==> config.mk <==
export PLATFORM = sky130hd
export DESIGN_NAME = pcm_fm_volume_mixer
export DESIGN_NICKNAME = d
export VERILOG_FILES = /design/src/hdl/pfvm_pkg.sv /design/src/hdl/pfvm_lane.sv /design/src/hdl/pcm_fm_volume_mixer.sv
export SDC_FILE = /design/constraint.sdc
export NUM_CORES = 2
export LEC_CHECK = 0
export ABC_AREA = 1
export BUFFER_PORTS_ARGS = -buffer_cell sky130_fd_sc_hd__buf_2
export CORE_MARGIN = 2
export CORE_UTILIZATION = 60
export DETAILED_ROUTE_END_ITERATION = 8
export HOLD_SLACK_MARGIN = 0.05
export PLACE_DENSITY = 0.87
export REMOVE_ABC_BUFFERS = 1
export SYNTH_ARGS = -nofsm -noshare
export SYNTH_HDL_FRONTEND = slang
export SYNTH_HIERARCHICAL = 1
export SYNTH_SLANG_ARGS = --single-unit
==> constraint.sdc <==
create_clock -name i_clk -period 5.5 [get_ports i_clk]
set_input_delay 0.275 -clock i_clk [delete_from_list [all_inputs] [get_ports i_clk]]
set_output_delay 0.275 -clock i_clk [all_outputs]
set_load 0.02 [all_outputs]
==> src/hdl/pfvm_pkg.sv <==
// Package for the PCM/FM volume mixer: transaction structs, register
// indexes, gain tables and the gain decode function. No dependencies.
package pfvm_pkg;

    typedef struct packed {
        logic               func;
        logic signed [15:0] pcm_left;
        logic signed [15:0] pcm_right;
        logic signed [15:0] fm_left;
        logic signed [15:0] fm_right;
    } t_in_item;

    typedef struct packed {
        logic signed [15:0] mix_left;
        logic signed [15:0] mix_right;
    } t_out_item;

    // per-stage load enables, handed from the pipeline control to each lane
    typedef struct packed {
        logic s1;
        logic s2;
        logic s3;
        logic s4;
    } t_stage_en;

    localparam int CFG_IDX_W  = 2;
    localparam int CFG_DATA_W = 8;

    localparam logic [CFG_IDX_W-1:0] CFG_CARD_TYPE = 2'd0;
    localparam logic [CFG_IDX_W-1:0] CFG_VOICE_REG = 2'd1;
    localparam logic [CFG_IDX_W-1:0] CFG_FM_REG    = 2'd2;
    localparam logic [CFG_IDX_W-1:0] CFG_FM_EN     = 2'd3;

    localparam logic [2:0] CARD_PRO_FIRST = 3'd4;
    localparam logic [2:0] CARD_16BIT     = 3'd6;

    localparam logic [2:0] RST_CARD_TYPE = 3'd5;
    localparam logic [7:0] RST_VOICE_REG = 8'd255;
    localparam logic [7:0] RST_FM_REG    = 8'd255;
    localparam logic       RST_FM_EN     = 1'b1;

    // k*256/3, k*256/7, k*256/15, truncated
    localparam logic [8:0] GAIN_3 [4] = '{9'd0, 9'd85, 9'd170, 9'd256};
    localparam logic [8:0] GAIN_7 [8] = '{9'd0, 9'd36, 9'd73, 9'd109,
                                          9'd146, 9'd182, 9'd219, 9'd256};
    localparam logic [8:0] GAIN_15 [16] = '{9'd0, 9'd17, 9'd34, 9'd51,
                                            9'd68, 9'd85, 9'd102, 9'd119,
                                            9'd136, 9'd153, 9'd170, 9'd187,
                                            9'd204, 9'd221, 9'd238, 9'd256};

    function automatic logic [8:0] decode_gain(input logic [2:0] card,
                                               input logic [7:0] mreg,
                                               input logic       is_voice);
        logic [8:0] g;
        if (card < CARD_PRO_FIRST) begin
            if (is_voice) begin
                g = GAIN_3[mreg[2:1]];
            end else begin
                g = GAIN_7[mreg[3:1]];
            end
        end else if (card == CARD_16BIT) begin
            g = GAIN_15[mreg[7:4]];
        end else begin
            g = GAIN_7[mreg[7:5]];
        end
        return g;
    endfunction

endpackage

==> src/hdl/pfvm_lane.sv <==
// One audio channel of the mixer: gain scaling, offset, product mix and
// clamp over four register stages. Depends on pfvm_pkg.
module pfvm_lane (
    input  logic                i_clk,
    input  pfvm_pkg::t_stage_en i_en,
    input  logic                i_dig,
    input  logic                i_fm,
    input  logic signed [15:0]  i_pcm,
    input  logic signed [15:0]  i_fmo,
    input  logic [8:0]          i_vg,
    input  logic [8:0]          i_fg,
    output logic signed [15:0]  o_mix
);
    import pfvm_pkg::*;

    // stage 1: gain products
    logic signed [25:0] r1_pp, r1_fp;
    logic               r1_dig, r1_fm;
    // stage 2: scaled samples
    logic signed [15:0] r2_v, r2_f;
    logic               r2_dig, r2_fm;
    // stage 3: offset samples and their product
    logic [15:0]        r3_a, r3_b;
    logic [31:0]        r3_prod;
    logic signed [15:0] r3_v, r3_f;
    logic               r3_dig, r3_fm;
    // stage 4: output register
    logic signed [15:0] r_mix;

    logic signed [25:0] n_pp, n_fp, pp_adj, fp_adj;
    logic [15:0]        n_a, n_b;
    logic [16:0]        quo;
    logic [17:0]        sum2, hi_mix;
    logic [16:0]        m;
    logic [15:0]        mix_u;
    logic signed [15:0] n_mix;

    assign n_pp = i_pcm * $signed({1'b0, i_vg});
    assign n_fp = i_fmo * $signed({1'b0, i_fg});

    // truncation toward zero on the divide by 256
    assign pp_adj = r1_pp + (r1_pp[25] ? 26'sd255 : 26'sd0);
    assign fp_adj = r1_fp + (r1_fp[25] ? 26'sd255 : 26'sd0);

    assign n_a = {~r2_v[15], r2_v[14:0]};
    assign n_b = {~r2_f[15], r2_f[14:0]};

    always_comb begin
        quo    = r3_prod[31:15];
        sum2   = {1'b0, r3_a, 1'b0} + {1'b0, r3_b, 1'b0};
        hi_mix = sum2 - {1'b0, quo} - 18'd65536;
        if (!r3_a[15] || !r3_b[15]) begin
            m = quo;
        end else begin
            m = hi_mix[16:0];
        end
        mix_u = m[16] ? 16'hFFFF : m[15:0];
        if (r3_dig && r3_fm) begin
            n_mix = $signed({~mix_u[15], mix_u[14:0]});
        end else if (r3_dig) begin
            n_mix = r3_v;
        end else if (r3_fm) begin
            n_mix = r3_f;
        end else begin
            n_mix = 16'sd0;
        end
    end

    always_ff @(posedge i_clk) begin
        if (i_en.s1) begin
            r1_pp  <= n_pp;
            r1_fp  <= n_fp;
            r1_dig <= i_dig;
            r1_fm  <= i_fm;
        end
        if (i_en.s2) begin
            r2_v   <= pp_adj[23:8];
            r2_f   <= fp_adj[23:8];
            r2_dig <= r1_dig;
            r2_fm  <= r1_fm;
        end
        if (i_en.s3) begin
            r3_a    <= n_a;
            r3_b    <= n_b;
            r3_prod <= n_a * n_b;
            r3_v    <= r2_v;
            r3_f    <= r2_f;
            r3_dig  <= r2_dig;
            r3_fm   <= r2_fm;
        end
        if (i_en.s4) begin
            r_mix <= n_mix;
        end
    end

    assign o_mix = r_mix;

endmodule

==> src/hdl/pcm_fm_volume_mixer.sv <==
// Top level of the PCM/FM volume mixer: config registers, gain decode,
// pipeline valid/stall control and two channel lanes. Uses pfvm_pkg, pfvm_lane.
//
//  port group    dir  handshake            payload
//  in frame      in   i_valid / o_stall    i_item (t_in_item)
//  out frame     out  o_valid / i_stall    o_item (t_out_item)
//  config        in   i_cfg_we             i_cfg_idx, i_cfg_data
//
// One frame per cycle unless i_stall holds it; valid passes r_v1, r_v2, r_v3, r_vo.
// Four register stages per lane: gain multiply, divide by 256, 16x16 product, mix.
// Synchronous active-low reset clears stage valids and loads register defaults.
// Stall is per stage: bubbles are squeezed out, so input is held off only when
// every stage is full and the output transaction is stalled.
module pcm_fm_volume_mixer (
    input  logic                                i_clk,
    input  logic                                i_rst_n,
    input  logic                                i_valid,
    output logic                                o_stall,
    input  pfvm_pkg::t_in_item                  i_item,
    output logic                                o_valid,
    input  logic                                i_stall,
    output pfvm_pkg::t_out_item                 o_item,
    input  logic                                i_cfg_we,
    input  logic [pfvm_pkg::CFG_IDX_W-1:0]      i_cfg_idx,
    input  logic [pfvm_pkg::CFG_DATA_W-1:0]     i_cfg_data
);
    import pfvm_pkg::*;

    logic [2:0] r_card_type;
    logic [7:0] r_voice_reg;
    logic [7:0] r_fm_reg;
    logic       r_fm_en;

    logic r_v1, r_v2, r_v3, r_vo;
    t_stage_en st_en;
    logic [8:0] vg, fg;

    always_ff @(posedge i_clk) begin
        if (!i_rst_n) begin
            r_card_type <= RST_CARD_TYPE;
            r_voice_reg <= RST_VOICE_REG;
            r_fm_reg    <= RST_FM_REG;
            r_fm_en     <= RST_FM_EN;
        end else if (i_cfg_we) begin
            unique case (i_cfg_idx)
                CFG_CARD_TYPE: r_card_type <= i_cfg_data[2:0];
                CFG_VOICE_REG: r_voice_reg <= i_cfg_data;
                CFG_FM_REG:    r_fm_reg    <= i_cfg_data;
                CFG_FM_EN:     r_fm_en     <= i_cfg_data[0];
                default:       ;
            endcase
        end
    end

    assign vg = decode_gain(r_card_type, r_voice_reg, 1'b1);
    assign fg = decode_gain(r_card_type, r_fm_reg, 1'b0);

    always_comb begin
        st_en.s4 = !r_vo || !i_stall;
        st_en.s3 = !r_v3 || st_en.s4;
        st_en.s2 = !r_v2 || st_en.s3;
        st_en.s1 = !r_v1 || st_en.s2;
    end

    assign o_stall = !st_en.s1;
    assign o_valid = r_vo;

    always_ff @(posedge i_clk) begin
        if (!i_rst_n) begin
            r_v1 <= 1'b0;
            r_v2 <= 1'b0;
            r_v3 <= 1'b0;
            r_vo <= 1'b0;
        end else begin
            if (st_en.s1) r_v1 <= i_valid;
            if (st_en.s2) r_v2 <= r_v1;
            if (st_en.s3) r_v3 <= r_v2;
            if (st_en.s4) r_vo <= r_v3;
        end
    end

    pfvm_lane u_left (
        .i_clk (i_clk),
        .i_en  (st_en),
        .i_dig (i_item.func),
        .i_fm  (r_fm_en),
        .i_pcm (i_item.pcm_left),
        .i_fmo (i_item.fm_left),
        .i_vg  (vg),
        .i_fg  (fg),
        .o_mix (o_item.mix_left)
    );

    pfvm_lane u_right (
        .i_clk (i_clk),
        .i_en  (st_en),
        .i_dig (i_item.func),
        .i_fm  (r_fm_en),
        .i_pcm (i_item.pcm_right),
        .i_fmo (i_item.fm_right),
        .i_vg  (vg),
        .i_fg  (fg),
        .o_mix (o_item.mix_right)
    );

    a_accept_fills_s1: assert property (@(posedge i_clk) disable iff (!i_rst_n)
        i_valid && !o_stall |=> r_v1)
        else $error("accepted transaction missing from stage 1");

    a_stall_means_full: assert property (@(posedge i_clk) disable iff (!i_rst_n)
        o_stall |-> r_v1 && r_v2 && r_v3 && r_vo && i_stall)
        else $error("input stalled with a free pipeline slot");

    a_s3_held: assert property (@(posedge i_clk) disable iff (!i_rst_n)
        r_v3 && !st_en.s4 |=> r_v3)
        else $error("stage 3 transaction lost while stalled");

    a_out_advances: assert property (@(posedge i_clk) disable iff (!i_rst_n)
        r_v3 && st_en.s4 |=> r_vo)
        else $error("stage 3 transaction did not reach output");

endmodule

### After elaboration in Yosys (flattened, before gate mapping)

Memory sizes are Yosys's and may differ from the RTL's.
Cells that the tools add are included.

| word-level totals | value |
|---|---|
| output and inout port bits | 34 |
| input port bits | 80 |
| bits in read-only memories | 504 |
| flip-flop bits (word level) | 422 |
| memories | 5 |
| word-level logic and storage cells | 131 |

| cells by class | value |
|---|---|
| equal/unequal tests | 4 |
| magnitude comparators | 7 |
| $add $sub $neg | 10 |
| bitwise gates (word level) | 12 |
| $mul | 6 |
| multiplexer cells | 31 |
| reductions and logical operators | 22 |

Memories:

| name | depth | width | read ports | clocked after Yosys merged registers in | wr ports | RTL line | source |
|---|---|---|---|---|---|---|---|
| (name not given) | 16 | 9 | 1 | 0 | 0 | pfvm_pkg.sv:62 | `g = GAIN_15[mreg[7:4]];` |
| (name not given) | 16 | 9 | 1 | 0 | 0 | pfvm_pkg.sv:62 |  |
| (name not given) | 8 | 9 | 1 | 0 | 0 | pfvm_pkg.sv:64 | `g = GAIN_7[mreg[7:5]];` |
| (name not given) | 8 | 9 | 1 | 0 | 0 | pfvm_pkg.sv:59 | `g = GAIN_7[mreg[3:1]];` |
| (name not given) | 8 | 9 | 1 | 0 | 0 | pfvm_pkg.sv:64 |  |

Operators by type and width:

| kind | number |
|---|---|
| two-way mux 9 bit | 16 |
| two-way mux 16 bit | 8 |
| multiplier 16 x 10 -> 26 bit | 4 |
| adder 24 bit | 4 |
| multiplier 16 x 16 -> 32 bit | 2 |
| adder 17 bit | 2 |
| two-way mux 17 bit | 2 |
| subtractor 17 bit | 2 |
| subtractor 17 bit (second input constant) | 2 |
| two-way mux 8 bit | 4 |
| binary-select mux 9 bit (select 2 bit) | 1 |
| >= comparator 4 bit (second input constant) | 3 |
| NOT 3 -> 4 bit | 3 |
| >= comparator 5 bit (second input constant) | 2 |
| zero test 1 bit | 10 |
| NOT 4 -> 5 bit | 2 |
| AND reduction 2 bit | 4 |
| logical OR 1 bit | 6 |
| NOT 1 bit | 6 |
| == test 2 bit (second input constant) | 2 |
| == test 3 bit (second input constant) | 1 |
| >= comparator 3 bit (second input constant) | 1 |
| < comparator 3 bit (second input constant) | 1 |
| NOT 2 -> 3 bit | 1 |
| 3 further kinds | 3 |

### Longest topological paths before layout

| logic depth | value |
|---|---|
| depth in word-level cells | 7 |
| mapped depth | 29 |
| depth with buffers taken out | 28 |

### Hierarchy

Netlist, hierarchy kept.

By module, submodules not included:

| module | times used | sequential area each (µm²) | cells each | area an instance (µm²) |
|---|---|---|---|---|
| pfvm_lane at u_right | 1 | 4654.5 | 3594 | 28477.3 |
| pfvm_lane at u_left | 1 | 4654.5 | 3580 | 28372.2 |
| pcm_fm_volume_mixer | 1 | 420.4 | 195 | 1207.4 |

### Worst setup path before layout

No wires, ideal clock.

| path | value |
|---|---|
| path kind | register to register |
| from | reg r_card_type[1] |
| to | reg u_left.r1_fp[14], data pin |
| slack | -11 ps |
| stages on the path, launching flop included | 24 |
| arrival | 5252 ps |
| path buffers | 2 |
| path through | dfxtp_1 > nand2_1 > nor2_4 > nand3_1 > nand2_1 > nand2_1 > nand2_1 > clkbuf_1 > clkbuf_1 > nand2_1 > fa_1 > inv_1 > fa_1 > inv_1 > fa_1 > fa_1 > fa_1 > inv_1 > ha_1 > a21oi_1 > o21ai_0 > a21o_1 > or2_2 > xor2_1 |

| between the ends | value |
|---|---|
| word-level cells in the longest chain between the ends | 4 |
| elaborated cells on any way between the ends | 5 |

Ends and longest elaborated chain:

| what | RTL line | source |
|---|---|---|
| start, declared | pcm_fm_volume_mixer.sv:29 | `logic [2:0] r_card_type;` |
| start signal, assigned | pcm_fm_volume_mixer.sv:46 | `CFG_CARD_TYPE: r_card_type <= i_cfg_data[2:0];` |
| branches (longest 2 deep; another with < comparator 3 bit) | - |  |
| two-way mux 9 bit (*) | pfvm_pkg.sv:55 | `if (card < CARD_PRO_FIRST) begin` |
| via fg[3] | pcm_fm_volume_mixer.sv:36 | `logic [8:0] vg, fg;` |
| multiplier 16 x 10 -> 26 bit (*) | pfvm_lane.sv:39 | `assign n_fp = i_fmo * $signed({1'b0, i_fg});` |
| via u_left.n_fp[14] | pfvm_lane.sv:30 | `logic signed [25:0] n_pp, n_fp, pp_adj, fp_adj;` |
| end signal, assigned | pfvm_lane.sv:72 | `r1_fp <= n_fp;` |
| end, declared | pfvm_lane.sv:17 | `logic signed [25:0] r1_pp, r1_fp;` |

Mark *: on every way through the listed nets, which the timed path passes.
A chain may end at the register's enable or synchronous reset.

### Worst setup path in the final report

| path | value |
|---|---|
| from | reg r_card_type[0] |
| to | reg u_left.r1_fp[19], data pin |

The elaborated chain is that of the path after synthesis.

==> flow_summary_export.csv <==
group,metric,value,unit
hold_path,hold_path.class,"input pin to flop",
final_layout,mostFrequentLayoutCells,"inv_1, nand2_1, fa_1, buf_4, ha_1",
final_layout,final_util,0.7329,
timing,fin_crit,6172,ps
setup_path,cp-end-kind,"flop",
timing,fin_ws,-672.1,ps
grt,grt_first_pass_wirelength,255400,µm
timing,slew_headroom,0.08407,
timing,fin_crit_sh,1.122,
synth,synth-edff-count,310,
setup_path,slowest_stage,"fa_1",
cts,clk_latency,640,ps
cts,h-tree-depth,2,
setup_path,worst_r2r_path_depth,28,
floorplanning,num_io_pins,114,
drt,wl_per_cell,21.10,µm
timing,setup_viol,81,
floorplanning,rows,114,
setup_path,regToRegSetupSlack,-670,ps
floorplanning,chipHeight,315.1,µm
drt,antenna_left,0,
synth,ys_async_sr_fraction,0,
cts,ctsLongestPathBuffers,3,
drt,wirelength,194100,µm
drt,drt_pass1_iterations,9,
final_layout,drive_gt1_frac,0.2102,
synth,yosysTopAreaCell,"fa_1",
setup_path,timing.rr.start,"r_card_type[0]",
setup_path,r2r-end,"u_left/r1_fp[19]",
drt,vias,54444,
placement,dp_hpwl,122500,µm
timing,skew,57.28,ps
placement,post-place-ws,-232.0,ps
setup_path,worst_ep_arrival_time,6510,ps
drt,post_drt_via_cell_ratio,5.918,
timing,worst_pin_slew,1362,ps
outcome,status,"finished with violations",
placement,gp_congestion,0.9651,
grt,grt_max_degree,56,
setup_path,crit_path_max_incr_delay,730,ps
outcome,violations,"design-rule violations, negative setup slack",
synth,synth_ff_type,"edfxtp_1",
flow_run,maxCapViolations,0,
final_layout,nFillCells,5931,
setup_path,crit_path_start_kind,"flop",
floorplanning,start_util,0.6030,
placement,io_buffers,113,
drt,drc,1,
final_layout,nets,9375,
grt,track_usage,0.3206,
grt,antenna_found_initial,19,
synth,synth.area.top_cells,"fa_1, edfxtp_1, inv_1, nand2_1, ha_1",
synth,ys_ff_latch,331,
floorplanning,core_area,96280,µm²
synth,synth.distinct_cells,56,
floorplanning,die-area,99270,µm²
final_layout,syn_to_final_growth,21.53,%
cts,numCtsBuffers,41,
setup_path,critical_path_class,"flop to flop",
cts,clk_pin_slew_worst_paths,70,ps
timing,slew_viol_final,0,
synth,ys_seq_area_frac,0.1676,
synth,synth_top_area_share,0.3124,
hold_path,min_path_cells,5,
synth,ys.warnings.count,6,
timing,fmax,0.1620,GHz
synth,synth_area,58060,µm²
final_layout,mostFrequentLayoutCell,"inv_1",
timing,timing_hold_violations_final,0,
drt,dr.first_iter.drc_count,7048,
grt,grt_overflow,0,
timing,rsz0062_at_grt,"yes",
floorplanning,fp.dieW,315.1,µm
setup_path,cp_max_fo,5,
grt,grt_pass1_vias,52054,
placement,dp.cells,8876,
timing,fin_tns_setup,-20510,ps
hold_path,worstHoldEndpoint,"r_card_type[1]",
setup_path,worstPathRequired,5830,ps
hold_path,hold_start,"i_cfg_we",
synth,syn_area_per_cell,7.879,µm²
final_layout,fin_cells,9199,
cts,cts_tree,"done",
cts,root_buffer,"clkbuf_16",
synth,netlist_instances,7369,
cts,clkSinkCount,331,
## per-layer routing
layer  global-route usage  wire (µm)  up-vias
li1                     -          -    22706
met1               0.4015      64000    25580
met2               0.5423      89310     4497
met3              0.05993      23620     1643
met4               0.1413      16940       18
met5                    0        195        -
## Yosys cell counts (12+ instances only)
library cell,count
edfxtp_1,310
a21oi_1,219
a21o_1,30
xnor2_1,65
nand2_2,20
nor2_1,288
nor4_1,21
nand3_1,194
o21ai_0,143
nand4_1,44
nor3_1,36
ha_1,516
fa_1,906
o21bai_1,23
dfxtp_1,21
inv_1,2036
nand3b_1,12
xor2_1,112
a31oi_1,13
clkbuf_1,264
nand2_1,1969
## how the worst max path moves through the flow
stage          depth (start not counted)  slack, ps      startpoint                to
6_report                              28       -670  r_card_type[0]  u_left/r1_fp[19]
4_1_cts                               26        -50  r_card_type[1]  u_left/r1_fp[19]
3_3_place_gp                          22        -70  r_card_type[2]  u_left/r1_pp[23]
2_1_floorplan                         20       -850  r_card_type[2]  u_left/r1_fp[25]
3_5_place_dp                          23       -230  r_card_type[0]  u_left/r1_fp[19]
5_1_grt                               29       -640  r_card_type[0]  u_left/r1_fp[25]
## kinds of logic after synthesis
group,count (synthesis),synth area share
AOI/OAI and AO/OA,481,0.04670
xor gates and xnor gates,177,0.02670
adders and majority gates,1422,0.4236
buffers and inverters,2320,0.1510
DFF,331,0.1676
muxes,10,0.001724
and+or+nand+nor,2628,0.1826
## worst max-delay path: cells and delay by family, from the launching register on
family | cells | cell delay (ps)
AOI/OAI and AO/OA | 3 | 550
adders and majority gates | 6 | 2910
buffers and inverters | 10 | 1050
DFF | 1 | 340
and+or+nand+nor | 9 | 1030
## cell type report
cell class,count,area (µm²),share of cell area
Clock buffer,45,1061,0.01504
Tap cell,1276,1597,0.02263
Multi-Input combinational cell,4718,43690,0.6192
Timing Repair Buffer,739,6280,0.08900
Antenna cell,17,42.54,0.0006029
Inverter,2042,7672,0.1087
Sequential cell,331,9749,0.1382
Clock inverter,31,469.2,0.006650
## stage by stage
| stage | area, µm² | hold slack (ps) |
|---|---|---|
| after floorplan | 56950 | 359.1 |
| after global placement | 62430 | 404.0 |
| after detailed placement | 62430 | 405.4 |
| after CTS | 65020 | 61.95 |
| after global routing | 70530 | 96.27 |
| final | 70560 | 85.46 |
## what timing repair did
item | CTS | global route
hold buffers | 10 | 0
gates cloned | 3 | 11
setup endpoints to repair | 73 | 101
pin swaps | 19 | 411
endpoints found under the hold margin | 18 | 0
gates resized for setup | 121 | 1020
setup buffers | 41 | 169
Power is not shown: default switching activity piles up to over one toggle a cycle in this logic, so the estimate is an artifact.
